[config.mk]
export PLATFORM = sky130hd
export DESIGN_NAME = supercap_charge_mode_controller
export DESIGN_NICKNAME = d
export VERILOG_FILES = /design/src/rtl/core/scmc_pkg.sv /design/src/rtl/core/scmc_cfg_regs.sv /design/src/rtl/core/scmc_mode_fsm.sv /design/src/rtl/core/scmc_led_map.sv /design/src/rtl/core/supercap_charge_mode_controller.sv
export SDC_FILE = /design/constraint.sdc
export NUM_CORES = 1
export LEC_CHECK = 0
export BUFFER_PORTS_ARGS = -buffer_cell sky130_fd_sc_hd__buf_4
export CAP_MARGIN = 20
export CORE_UTILIZATION = 25
export DETAILED_ROUTE_END_ITERATION = 8
export HOLD_SLACK_MARGIN = 0.03
export PLACE_DENSITY = 0.4
export REMOVE_ABC_BUFFERS = 1
export SYNTH_ARGS = -nofsm -noshare
export SYNTH_HDL_FRONTEND = slang
export SYNTH_SLANG_ARGS = --single-unit
[constraint.sdc]
create_clock -name clk -period 7.55 [get_ports clk]
set_input_delay 1.1325 -clock clk [delete_from_list [all_inputs] [get_ports clk]]
set_output_delay 1.1325 -clock clk [all_outputs]
set_load 0.02 [all_outputs]
[src/rtl/core/scmc_pkg.sv]
`default_nettype none

package scmc_pkg;

  localparam int unsigned MV_W        = 16;
  localparam int unsigned TICK_W      = 12;
  localparam int unsigned DAC_W       = 12;
  localparam int unsigned LED_W       = 9;
  localparam int unsigned MODE_W      = 2;
  localparam int unsigned GATE_W      = 3;
  localparam int unsigned SQ_W        = 2 * MV_W;
  localparam int unsigned CFG_ADDR_W  = 3;
  localparam int unsigned CFG_DATA_W  = 16;
  localparam int unsigned IN_TDATA_W  = 56;
  localparam int unsigned OUT_TDATA_W = 32;

  // one-hot mode states
  typedef enum logic [3:0] {
    ST_STOP      = 4'b0001,
    ST_PREPARE   = 4'b0010,
    ST_RELEASE   = 4'b0100,
    ST_EMERGENCY = 4'b1000
  } mode_t;

  // mode codes as reported on the result channel
  localparam logic [MODE_W-1:0] MODE_CODE_STOP      = 2'd0;
  localparam logic [MODE_W-1:0] MODE_CODE_PREPARE   = 2'd1;
  localparam logic [MODE_W-1:0] MODE_CODE_RELEASE   = 2'd2;
  localparam logic [MODE_W-1:0] MODE_CODE_EMERGENCY = 2'd3;

  // register indexes
  localparam logic [CFG_ADDR_W-1:0] CFG_SUPPLY_START = 3'd0;
  localparam logic [CFG_ADDR_W-1:0] CFG_SUPPLY_DROP  = 3'd1;
  localparam logic [CFG_ADDR_W-1:0] CFG_CAP_READY    = 3'd2;
  localparam logic [CFG_ADDR_W-1:0] CFG_BOOST_ON     = 3'd3;
  localparam logic [CFG_ADDR_W-1:0] CFG_BOOST_OFF    = 3'd4;
  localparam logic [CFG_ADDR_W-1:0] CFG_EMERG_CAP    = 3'd5;
  localparam logic [CFG_ADDR_W-1:0] CFG_EMERG_TICKS  = 3'd6;
  localparam logic [CFG_ADDR_W-1:0] CFG_CHARGE_DAC   = 3'd7;

  // register reset values
  localparam logic [MV_W-1:0]   RST_SUPPLY_START = 16'd10000;
  localparam logic [MV_W-1:0]   RST_SUPPLY_DROP  = 16'd9000;
  localparam logic [MV_W-1:0]   RST_CAP_READY    = 16'd15000;
  localparam logic [MV_W-1:0]   RST_BOOST_ON     = 16'd28000;
  localparam logic [MV_W-1:0]   RST_BOOST_OFF    = 16'd27000;
  localparam logic [MV_W-1:0]   RST_EMERG_CAP    = 16'd10000;
  localparam logic [TICK_W-1:0] RST_EMERG_TICKS  = 12'd1000;
  localparam logic [DAC_W-1:0]  RST_CHARGE_DAC   = 12'd2048;

  // low-capacitor counter saturation
  localparam logic [TICK_W:0] COUNT_MAX    = 13'd4095;
  localparam logic [TICK_W:0] COUNT_MARGIN = 13'd100;

  localparam logic [GATE_W-1:0] GATES_OFF     = 3'd0;
  localparam logic [GATE_W-1:0] GATES_RELEASE = 3'd3;
  localparam logic [GATE_W-1:0] GATES_EMERG   = 3'd4;

  // LED bar: steps of (V^2 - 11^2) * 6 / (23^2 - 11^2), V in volts, taken in mV^2
  localparam logic [LED_W-1:0] LED_EMERG      = 9'h1e0;
  localparam logic [LED_W-1:0] LED_FULL       = 9'h1fe;
  localparam logic [LED_W-1:0] LED_DARK       = 9'h000;
  localparam logic [MV_W-1:0]  LED_MIN_CAP_MV = 16'd11000;
  localparam logic [SQ_W-1:0]  LED_SQ_BASE    = 32'd121000000;
  localparam logic [SQ_W-1:0]  LED_SQ_STEP    = 32'd68000000;
  localparam int unsigned      LED_STEPS      = 7;

  typedef struct packed {
    logic [MV_W-1:0]   supply_start_mv;
    logic [MV_W-1:0]   supply_drop_mv;
    logic [MV_W-1:0]   cap_ready_mv;
    logic [MV_W-1:0]   boost_on_mv;
    logic [MV_W-1:0]   boost_off_mv;
    logic [MV_W-1:0]   emergency_cap_mv;
    logic [TICK_W-1:0] emergency_ticks;
    logic [DAC_W-1:0]  charge_dac_code;
  } cfg_t;

  typedef struct packed {
    mode_t             mode;
    logic [TICK_W-1:0] low_cap_count;
    logic              boost_flag;
  } stat_t;

  function automatic logic [MODE_W-1:0] mode_code(input mode_t m);
    logic [MODE_W-1:0] c;
    unique case (m)
      ST_STOP:      c = MODE_CODE_STOP;
      ST_PREPARE:   c = MODE_CODE_PREPARE;
      ST_RELEASE:   c = MODE_CODE_RELEASE;
      ST_EMERGENCY: c = MODE_CODE_EMERGENCY;
      default:      c = MODE_CODE_STOP;
    endcase
    return c;
  endfunction

endpackage

`default_nettype wire

[src/rtl/core/scmc_cfg_regs.sv]
`default_nettype none

module scmc_cfg_regs (
  input  wire logic                               clk,
  input  wire logic                               rst_n,
  input  wire logic                               cfg_we,
  input  wire logic [scmc_pkg::CFG_ADDR_W-1:0]    cfg_addr,
  input  wire logic [scmc_pkg::CFG_DATA_W-1:0]    cfg_wdata,
  output scmc_pkg::cfg_t                          cfg_o
);
  import scmc_pkg::*;

  cfg_t cfg_r;

  always_ff @(posedge clk) begin
    if (!rst_n) begin
      cfg_r.supply_start_mv  <= RST_SUPPLY_START;
      cfg_r.supply_drop_mv   <= RST_SUPPLY_DROP;
      cfg_r.cap_ready_mv     <= RST_CAP_READY;
      cfg_r.boost_on_mv      <= RST_BOOST_ON;
      cfg_r.boost_off_mv     <= RST_BOOST_OFF;
      cfg_r.emergency_cap_mv <= RST_EMERG_CAP;
      cfg_r.emergency_ticks  <= RST_EMERG_TICKS;
      cfg_r.charge_dac_code  <= RST_CHARGE_DAC;
    end else if (cfg_we) begin
      unique case (cfg_addr)
        CFG_SUPPLY_START: cfg_r.supply_start_mv  <= cfg_wdata[MV_W-1:0];
        CFG_SUPPLY_DROP:  cfg_r.supply_drop_mv   <= cfg_wdata[MV_W-1:0];
        CFG_CAP_READY:    cfg_r.cap_ready_mv     <= cfg_wdata[MV_W-1:0];
        CFG_BOOST_ON:     cfg_r.boost_on_mv      <= cfg_wdata[MV_W-1:0];
        CFG_BOOST_OFF:    cfg_r.boost_off_mv     <= cfg_wdata[MV_W-1:0];
        CFG_EMERG_CAP:    cfg_r.emergency_cap_mv <= cfg_wdata[MV_W-1:0];
        CFG_EMERG_TICKS:  cfg_r.emergency_ticks  <= cfg_wdata[TICK_W-1:0];
        CFG_CHARGE_DAC:   cfg_r.charge_dac_code  <= cfg_wdata[DAC_W-1:0];
        default: ;
      endcase
    end
  end

  assign cfg_o = cfg_r;

endmodule

`default_nettype wire

[src/rtl/core/scmc_mode_fsm.sv]
`default_nettype none

module scmc_mode_fsm (
  input  wire logic                        clk,
  input  wire logic                        rst_n,
  input  wire scmc_pkg::cfg_t              cfg,
  input  wire logic                        upd,
  input  wire logic                        remote_stop,
  input  wire logic [scmc_pkg::MV_W-1:0]   supply_mv,
  input  wire logic [scmc_pkg::MV_W-1:0]   cap_mv,
  input  wire logic [scmc_pkg::MV_W-1:0]   out_mv,
  output scmc_pkg::mode_t                  mode_nxt,
  output logic                             boost_nxt,
  output scmc_pkg::stat_t                  stat
);
  import scmc_pkg::*;

  mode_t             mode_r;
  logic [TICK_W-1:0] count_r;
  logic [TICK_W-1:0] count_nxt;
  logic [TICK_W-1:0] count_inc;
  logic              boost_r;
  logic [TICK_W:0]   limit_sum;
  logic [TICK_W:0]   limit;

  // saturating limit for the low-capacitor counter
  assign limit_sum = {1'b0, cfg.emergency_ticks} + COUNT_MARGIN;
  assign limit     = (limit_sum > COUNT_MAX) ? COUNT_MAX : limit_sum;
  assign count_inc = ({1'b0, count_r} < limit) ? count_r + 1'b1 : count_r;

  always_comb begin
    mode_nxt  = mode_r;
    count_nxt = count_r;
    if (remote_stop) begin
      mode_nxt = ST_STOP;
    end else begin
      unique case (mode_r)
        ST_STOP: begin
          if (supply_mv > cfg.supply_start_mv) mode_nxt = ST_PREPARE;
        end
        ST_PREPARE: begin
          if (supply_mv < cfg.supply_drop_mv) mode_nxt = ST_STOP;
          else if (cap_mv > cfg.cap_ready_mv) mode_nxt = ST_RELEASE;
        end
        ST_RELEASE: begin
          if (supply_mv < cfg.supply_drop_mv) begin
            mode_nxt = ST_STOP;
          end else if (cfg.emergency_ticks == '0) begin
            count_nxt = '0;
          end else if (cap_mv < cfg.emergency_cap_mv) begin
            count_nxt = count_inc;
            if (count_inc > cfg.emergency_ticks) mode_nxt = ST_EMERGENCY;
          end else begin
            count_nxt = '0;
          end
        end
        ST_EMERGENCY: ;
        default: mode_nxt = ST_STOP;
      endcase
    end
  end

  // clear wins over set
  always_comb begin
    boost_nxt = boost_r;
    if (out_mv > cfg.boost_on_mv) boost_nxt = 1'b1;
    if (out_mv < cfg.boost_off_mv) boost_nxt = 1'b0;
  end

  always_ff @(posedge clk) begin
    if (!rst_n) begin
      mode_r  <= ST_STOP;
      count_r <= '0;
      boost_r <= 1'b0;
    end else if (upd) begin
      mode_r  <= mode_nxt;
      count_r <= count_nxt;
      boost_r <= boost_nxt;
    end
  end

  assign stat.mode          = mode_r;
  assign stat.low_cap_count = count_r;
  assign stat.boost_flag    = boost_r;

endmodule

`default_nettype wire

[src/rtl/core/scmc_led_map.sv]
`default_nettype none

module scmc_led_map (
  input  wire scmc_pkg::mode_t             mode,
  input  wire logic                        cap_low,
  input  wire logic [scmc_pkg::SQ_W-1:0]   cap_sq,
  output logic [scmc_pkg::LED_W-1:0]       led_mask
);
  import scmc_pkg::*;

  logic [LED_STEPS-1:0] hit;
  logic [2:0]           k;
  logic [2:0]           unlight;
  logic [LED_W-1:0]     bar;

  // thermometer of crossed steps; its popcount is the step index, capped at 7
  always_comb begin
    for (int j = 0; j < LED_STEPS; j++) begin
      hit[j] = cap_sq >= (LED_SQ_BASE + LED_SQ_STEP * SQ_W'(j + 1));
    end
  end

  assign k       = 3'($countones(hit));
  assign unlight = 3'(LED_STEPS) - k;
  assign bar     = LED_FULL >> unlight;

  always_comb begin
    priority if (mode == ST_EMERGENCY) led_mask = LED_EMERG;
    else if (cap_low) led_mask = LED_DARK;
    else led_mask = bar;
  end

endmodule

`default_nettype wire

[src/rtl/core/supercap_charge_mode_controller.sv]
`default_nettype none

// Channel   Dir  Handshake             Payload
// in_*      in   in_tvalid/in_tready   remote_stop, supply_mv, cap_mv, out_mv
// out_*     out  out_tvalid/out_tready mode, switch_gates, boost_gate, dac_code, led_mask
// cfg_*     in   cfg_we                register index cfg_addr, data cfg_wdata
//
// Three register stages: input, state update plus capacitor squaring, result.
// One transaction per cycle unless out_tready stalls; out_tvalid rises once the input
// has passed the stage 2 and result registers. Each stage advances when it is empty or
// the next one is advancing, so input is taken while a result waits if stage 1 or 2 is
// empty. Mode, counter and boost state update once per transaction in the second stage.
// Synchronous reset clears valids and state, not payload; ready in the cycle after reset.

module supercap_charge_mode_controller (
  input  wire logic                                clk,
  input  wire logic                                rst_n,
  input  wire logic                                in_tvalid,
  output logic                                     in_tready,
  // [0] remote_stop, [16:1] supply_mv, [32:17] cap_mv, [48:33] out_mv, rest zero
  input  wire logic [scmc_pkg::IN_TDATA_W-1:0]     in_tdata,
  output logic                                     out_tvalid,
  input  wire logic                                out_tready,
  // [1:0] mode, [4:2] switch_gates, [5] boost_gate, [17:6] dac_code,
  // [26:18] led_mask, rest zero
  output logic [scmc_pkg::OUT_TDATA_W-1:0]         out_tdata,
  input  wire logic                                cfg_we,
  input  wire logic [scmc_pkg::CFG_ADDR_W-1:0]     cfg_addr,
  input  wire logic [scmc_pkg::CFG_DATA_W-1:0]     cfg_wdata
);
  import scmc_pkg::*;

  cfg_t  cfg;
  stat_t core_stat;

  // stage 1: input register
  logic            s1_v_r;
  logic            s1_rstop_r;
  logic [MV_W-1:0] s1_supply_r;
  logic [MV_W-1:0] s1_cap_r;
  logic [MV_W-1:0] s1_out_r;

  // stage 2: updated mode and squared capacitor voltage
  logic            s2_v_r;
  mode_t           s2_mode_r;
  logic            s2_boost_r;
  logic            s2_cap_low_r;
  logic [SQ_W-1:0] s2_sq_r;

  // stage 3: result register
  logic              s3_v_r;
  logic [MODE_W-1:0] s3_mode_r;
  logic [GATE_W-1:0] s3_gates_r;
  logic              s3_boost_r;
  logic [DAC_W-1:0]  s3_dac_r;
  logic [LED_W-1:0]  s3_led_r;

  logic s1_rdy, s2_rdy, s3_rdy;
  logic in_acc, upd;

  mode_t             mode_nxt;
  logic              boost_nxt;
  logic [SQ_W-1:0]   sq_nxt;
  logic [GATE_W-1:0] gates_nxt;
  logic [DAC_W-1:0]  dac_nxt;
  logic [LED_W-1:0]  led_nxt;

  assign s3_rdy    = !s3_v_r || out_tready;
  assign s2_rdy    = !s2_v_r || s3_rdy;
  assign s1_rdy    = !s1_v_r || s2_rdy;
  assign in_tready = s1_rdy;
  assign in_acc    = in_tvalid && s1_rdy;
  assign upd       = s1_v_r && s2_rdy;

  scmc_cfg_regs u_cfg (
    .clk       (clk),
    .rst_n     (rst_n),
    .cfg_we    (cfg_we),
    .cfg_addr  (cfg_addr),
    .cfg_wdata (cfg_wdata),
    .cfg_o     (cfg)
  );

  scmc_mode_fsm u_fsm (
    .clk         (clk),
    .rst_n       (rst_n),
    .cfg         (cfg),
    .upd         (upd),
    .remote_stop (s1_rstop_r),
    .supply_mv   (s1_supply_r),
    .cap_mv      (s1_cap_r),
    .out_mv      (s1_out_r),
    .mode_nxt    (mode_nxt),
    .boost_nxt   (boost_nxt),
    .stat        (core_stat)
  );

  assign sq_nxt = SQ_W'(s1_cap_r) * SQ_W'(s1_cap_r);

  scmc_led_map u_led (
    .mode     (s2_mode_r),
    .cap_low  (s2_cap_low_r),
    .cap_sq   (s2_sq_r),
    .led_mask (led_nxt)
  );

  always_comb begin
    gates_nxt = GATES_OFF;
    unique case (s2_mode_r)
      ST_RELEASE:   gates_nxt = GATES_RELEASE;
      ST_EMERGENCY: gates_nxt = GATES_EMERG;
      default:      gates_nxt = GATES_OFF;
    endcase
  end

  assign dac_nxt = (s2_mode_r == ST_PREPARE) ? cfg.charge_dac_code : '0;

  // valids
  always_ff @(posedge clk) begin
    if (!rst_n) begin
      s1_v_r <= 1'b0;
      s2_v_r <= 1'b0;
      s3_v_r <= 1'b0;
    end else begin
      if (s1_rdy) s1_v_r <= in_tvalid;
      if (s2_rdy) s2_v_r <= s1_v_r;
      if (s3_rdy) s3_v_r <= s2_v_r;
    end
  end

  // payload
  always_ff @(posedge clk) begin
    if (in_acc) begin
      s1_rstop_r  <= in_tdata[0];
      s1_supply_r <= in_tdata[16:1];
      s1_cap_r    <= in_tdata[32:17];
      s1_out_r    <= in_tdata[48:33];
    end
    if (upd) begin
      s2_mode_r    <= mode_nxt;
      s2_boost_r   <= boost_nxt;
      s2_cap_low_r <= s1_cap_r < LED_MIN_CAP_MV;
      s2_sq_r      <= sq_nxt;
    end
    if (s2_v_r && s3_rdy) begin
      s3_mode_r  <= mode_code(s2_mode_r);
      s3_gates_r <= gates_nxt;
      s3_boost_r <= s2_boost_r;
      s3_dac_r   <= dac_nxt;
      s3_led_r   <= led_nxt;
    end
  end

  assign out_tvalid = s3_v_r;
  assign out_tdata  = {5'd0, s3_led_r, s3_dac_r, s3_boost_r, s3_gates_r, s3_mode_r};

  a_remote_stop: assert property (@(posedge clk) disable iff (!rst_n)
    (upd && s1_rstop_r) |=> (core_stat.mode == ST_STOP))
    else $error("remote stop did not force stop mode");

  a_emerg_sticky: assert property (@(posedge clk) disable iff (!rst_n)
    ((core_stat.mode == ST_EMERGENCY) && !(upd && s1_rstop_r))
      |=> (core_stat.mode == ST_EMERGENCY))
    else $error("emergency left without remote stop");

  a_dac_prepare: assert property (@(posedge clk) disable iff (!rst_n)
    (s3_v_r && (s3_dac_r != '0)) |-> (s3_mode_r == MODE_CODE_PREPARE))
    else $error("dac code driven outside prepare");

  a_emerg_led: assert property (@(posedge clk) disable iff (!rst_n)
    (s3_v_r && (s3_mode_r == MODE_CODE_EMERGENCY))
      |-> ((s3_led_r == LED_EMERG) && (s3_gates_r == GATES_EMERG)))
    else $error("emergency result fields inconsistent");

endmodule

`default_nettype wire
==> impl_results.md <==
* Vias in the first global route at between 15,000 and 20,000
* Fill cells at between 8,000 and 9,000
* Global-route wire length before repair at about 90 mm
* Fin nets at around 2,700
* Ys flop type: dfxtp_1
* Slew Viols, Final at 0
* 1st-pass router iterations at 7
* Worst Hold End: u_cfg.cfg_o[3]
* Root Buffer Master: clkbuf_16
* Cts bufs inserted at 35
* Die ar. at approximately 82,000 um^2
* Gr ovfl total at 0
* #FFs+latches synth at between 200 and 300
* # diodes at 0
* Largest net degree at the start of global routing at between 70 and 80
* Pwr Total at around 0.011 W
* Clock network power share at roughly 14%
* Number of flops mapped to enable cells by yosys at ~110
* R2R depth at 22
* Vias at approximately 15,000
* Die Ht at about 290 um
* R2r endpoint: s2_sq_r[28]
* VDD IR-drop max at about 460 uV
* Status: finished clean
* P_sw at ~0.005 W
* Max stage delay on crit path at between 700 and 800 ps
* Final instance area at approximately 23,000 um^2
* CP arrival at 6830 ps
* Synth warn at 0
* CP Data Required Time at between 7000 and 8000 ps
* IO Port Bufs at about 100
* Starting Density at 25.23%
* Final hold violations at 0
* Crit path top cell by count: fa_1
* Worst hold stages at 2
* Worst-path fanout max at 19
* RePlAce Congestion at a little over 0.8
* Fin crit period at roughly 6600 ps
* Setup_tns at 0 ps
* Max clock buf depth at 3
* Post-synthesis sequential area ratio at 30.39%
* Layout area overhead at 14.82%
* CP Launch Type: flop
* Worst reg2reg startpoint: s1_cap_r[9]
* CTS tree: yes
* Slew of the pin with the lowest slew margin at approximately 1200 ps
* Setup CP Type: flop to flop
* Flop-to-flop setup slack at 990 ps
* Combinational share of power at 66.3%
* RSZ-0062 raised after global routing: no
* H-tree lvl count at 2
* # resized after CTS at 0
* Share of cells above drive strength 1 at under 10%
* Hpwl dp at roughly 43 mm
* Synth async-reset ratio at 0%
* WL/cell at 17.00 um
* Antenna-violating nets left at 0
* Pwr per Cell Area at 471.7 nW/um^2
* Syn Inst Count at 2,151
* Syn Area/Cell at approximately 9.4 um^2
* Cell Area, Synth at between 20,000 and 25,000 um^2
* Hold WC Path Type: flop to flop
* Final Util at 28.97%
* Initial antenna violation count at 1
* P_leak at roughly 10 nW
* Area of the core at between 80,000 and 90,000 um^2
* Row count at around 100
* Synth unique cells at between 80 and 90
* Postcts setup bufs at 0
* CP cell instances: nand2_1 > inv_1 > fa_1 > inv_1 > fa_1 > inv_1 > fa_1 > inv_1 > fa_1 > inv_1 > fa_1 > fa_1 > ha_1 > a21o_1 > a21oi_1 > o21ai_0 > a21o_1 > nand4_1 > a311oi_2 > a211oi_2 > a21oi_1 > xor2_1
* DR DRC count at 0
* Clock Latency Late Sink at between 500 and 600 ps
* Drt first-iter violations at 717
* CP Capture Type: flop
* Dpl cell area at 22,200 um^2
* Final worst-path cycle share at about 87%
* Hold path startpoint: u_cfg.cfg_o[3]
* Slowest cell on crit path: edfxtp_1
* Vias per cell at about 4.5
* Final setup vio count at 0
* Clock-pin slew on the worst setup and hold paths at ~50 ps
* Max_slew headroom at around 22%
* Sw Ratio at 45.69%
* Max Fclk at 152.5 MHz
* Die Width at about 290 um
* I/O pin count at around 110
* Int Power at ~0.0060 W
* CP bufs+invs at 5
* Final wirelength at 56.21 mm
* Maxcap violations at 0
* Gr usage total at 13.89%
* CTS sink count at between 200 and 300
* Delay-heaviest family, CP: adder cells
* Hold Buf Count CTS at 0
* Layout Skew at 48.51 ps
* Flop pwr share at 19.1%
==> state kept, by name, summed over array words and instances (netlist names), 2 cells and up <==
name	count
u_cfg.cfg_o	120
s2_sq_r	31
s1_cap_r	16
s1_out_r	16
s1_supply_r	16
s3_dac_r	12
u_fsm.count_r	12
s3_led_r	9
s2_mode_r	4
u_fsm.mode_r	4
s3_gates_r	2
s3_mode_r	2
==> synthesized netlist by cell type, drive strengths merged (4+ instances only) <==
library cell | instances | area [um^2]
inv | 308 | 1156
nand2 | 293 | 1100
ha | 221 | 2765
fa | 169 | 3383
dfxtp | 140 | 2803
edfxtp | 112 | 3363
nor2 | 89 | 350.3
clkbuf | 82 | 319.1
a21boi | 79 | 593.1
and2 | 75 | 469.2
a21oi | 72 | 360.4
o21ai | 61 | 305.3
o211ai | 49 | 367.9
a21o | 47 | 352.8
xnor2 | 46 | 402.9
nand3 | 29 | 160.2
nor2b | 25 | 156.4
nand4 | 24 | 150.1
nor3 | 21 | 105.1
nand2b | 19 | 118.9
and3 | 15 | 93.84
o21a | 15 | 112.6
buf | 14 | 95.09
nor4 | 11 | 68.82
a31oi | 10 | 68.81
o31ai | 10 | 80.07
a211oi | 9 | 72.57
xor2 | 9 | 78.83
a211o | 8 | 80.08
or3 | 8 | 50.05
or2 | 7 | 43.79
and4 | 6 | 52.55
nor4b | 6 | 52.55
o21bai | 5 | 37.54
a2111oi | 4 | 35.03
a31o | 4 | 35.04
a41oi | 4 | 35.03
nand3b | 4 | 30.03
nand4b | 4 | 35.03
==> final cells by class <==
class	count	area (um^2)	share of cell area, %
clock buffer	44	929.6	3.991
timing repair buffer	126	945.9	4.061
clock inverter	18	157.7	0.6768
sequential	252	6166	26.47
multi-input combinational	1499	12610	54.15
tap	1060	1326	5.693
inverter	308	1156	4.963
==> cells by family after synthesis <==
family / share of synthesized area (%)
multiplexers: 0.1665
AND/OR/NAND/NOR: 15.37
XOR/XNOR: 2.374
other: 0.01848
AO/OA/AOI/OAI: 13.64
buffers and inverters: 7.740
adder cells (fa/ha/maj): 30.31
flip-flops: 30.39
==> power groups by stage <==
stage          Sequential, W  Clock (W)  Combinational [W]
6_report             0.00210    0.00160            0.00729
5_1_grt              0.00212    0.00171            0.00836
4_1_cts              0.00210    0.00167            0.00739
3_5_place_dp         0.00213          0            0.00731
3_3_place_gp         0.00213          0            0.00736
2_1_floorplan        0.00208          0            0.00555
==> layer usage <==
layer / vias up / wire length, um / GRT usage [%]
met4: 0 / 1457 / 3.883
li1: 7333 / - / -
met5: - / 0 / 0
met3: 82 / 1821 / 2.135
met1: 7141 / 27590 / 19.04
met2: 235 / 25340 / 22.54
==> worst max path at each step <==
| stage | startpoint | end | slack (ps) | cells after the start |
|---|---|---|---|---|
| 3_5_place_dp | s1_cap_r[5] | s2_sq_r[30] | 970 | 18 |
| 6_report | s1_cap_r[9] | s2_sq_r[28] | 990 | 22 |
| 4_1_cts | s1_cap_r[5] | s2_sq_r[30] | 940 | 18 |
| 3_3_place_gp | s1_cap_r[5] | s2_sq_r[30] | 950 | 18 |
| 2_1_floorplan | s1_cap_r[4] | s2_sq_r[31] | 1690 | 22 |
| 5_1_grt | s1_cap_r[9] | s2_sq_r[31] | 590 | 22 |
==> layout by cell type (no fill, tap or decap), types with 15 or more instances in the layout <==
master,n
nand4_1,24
nor2b_1,24
ha_1,221
inv_1,307
nand3_1,26
a21o_1,47
and2_1,74
edfxtp_1,112
fa_1,169
and3_1,15
o211ai_1,49
a21oi_1,72
o21ai_1,20
nor3_1,19
xnor2_1,46
buf_4,126
clkbuf_16,35
nor2_1,88
a21boi_0,78
dfxtp_1,140
nand2_1,293
nand2b_1,19
o21ai_0,41
o21a_1,15
==> through the flow <==
step	hold slack, ps	setup WS (ps)	std cells
floorplan	400.3	1692	2059
global placement	451.2	951.7	3244
detailed placement	458.3	973.7	3244
CTS	466.2	936.2	3306
global route	482.6	586.3	3307
finish	461.0	993.1	3307
==> worst register-to-register path, stage by stage (launching register included) <==
cell	delay, ps
edfxtp_1	760
nand2_1	270
inv_1	80
fa_1	480
inv_1	50
fa_1	470
inv_1	50
fa_1	490
inv_1	50
fa_1	470
inv_1	50
fa_1	500
fa_1	490
ha_1	370
a21o_1	190
a21oi_1	230
o21ai_0	120
a21o_1	210
nand4_1	170
a311oi_2	150
a211oi_2	330
a21oi_1	130
xor2_1	170
(Power assumes the default switching activity.)
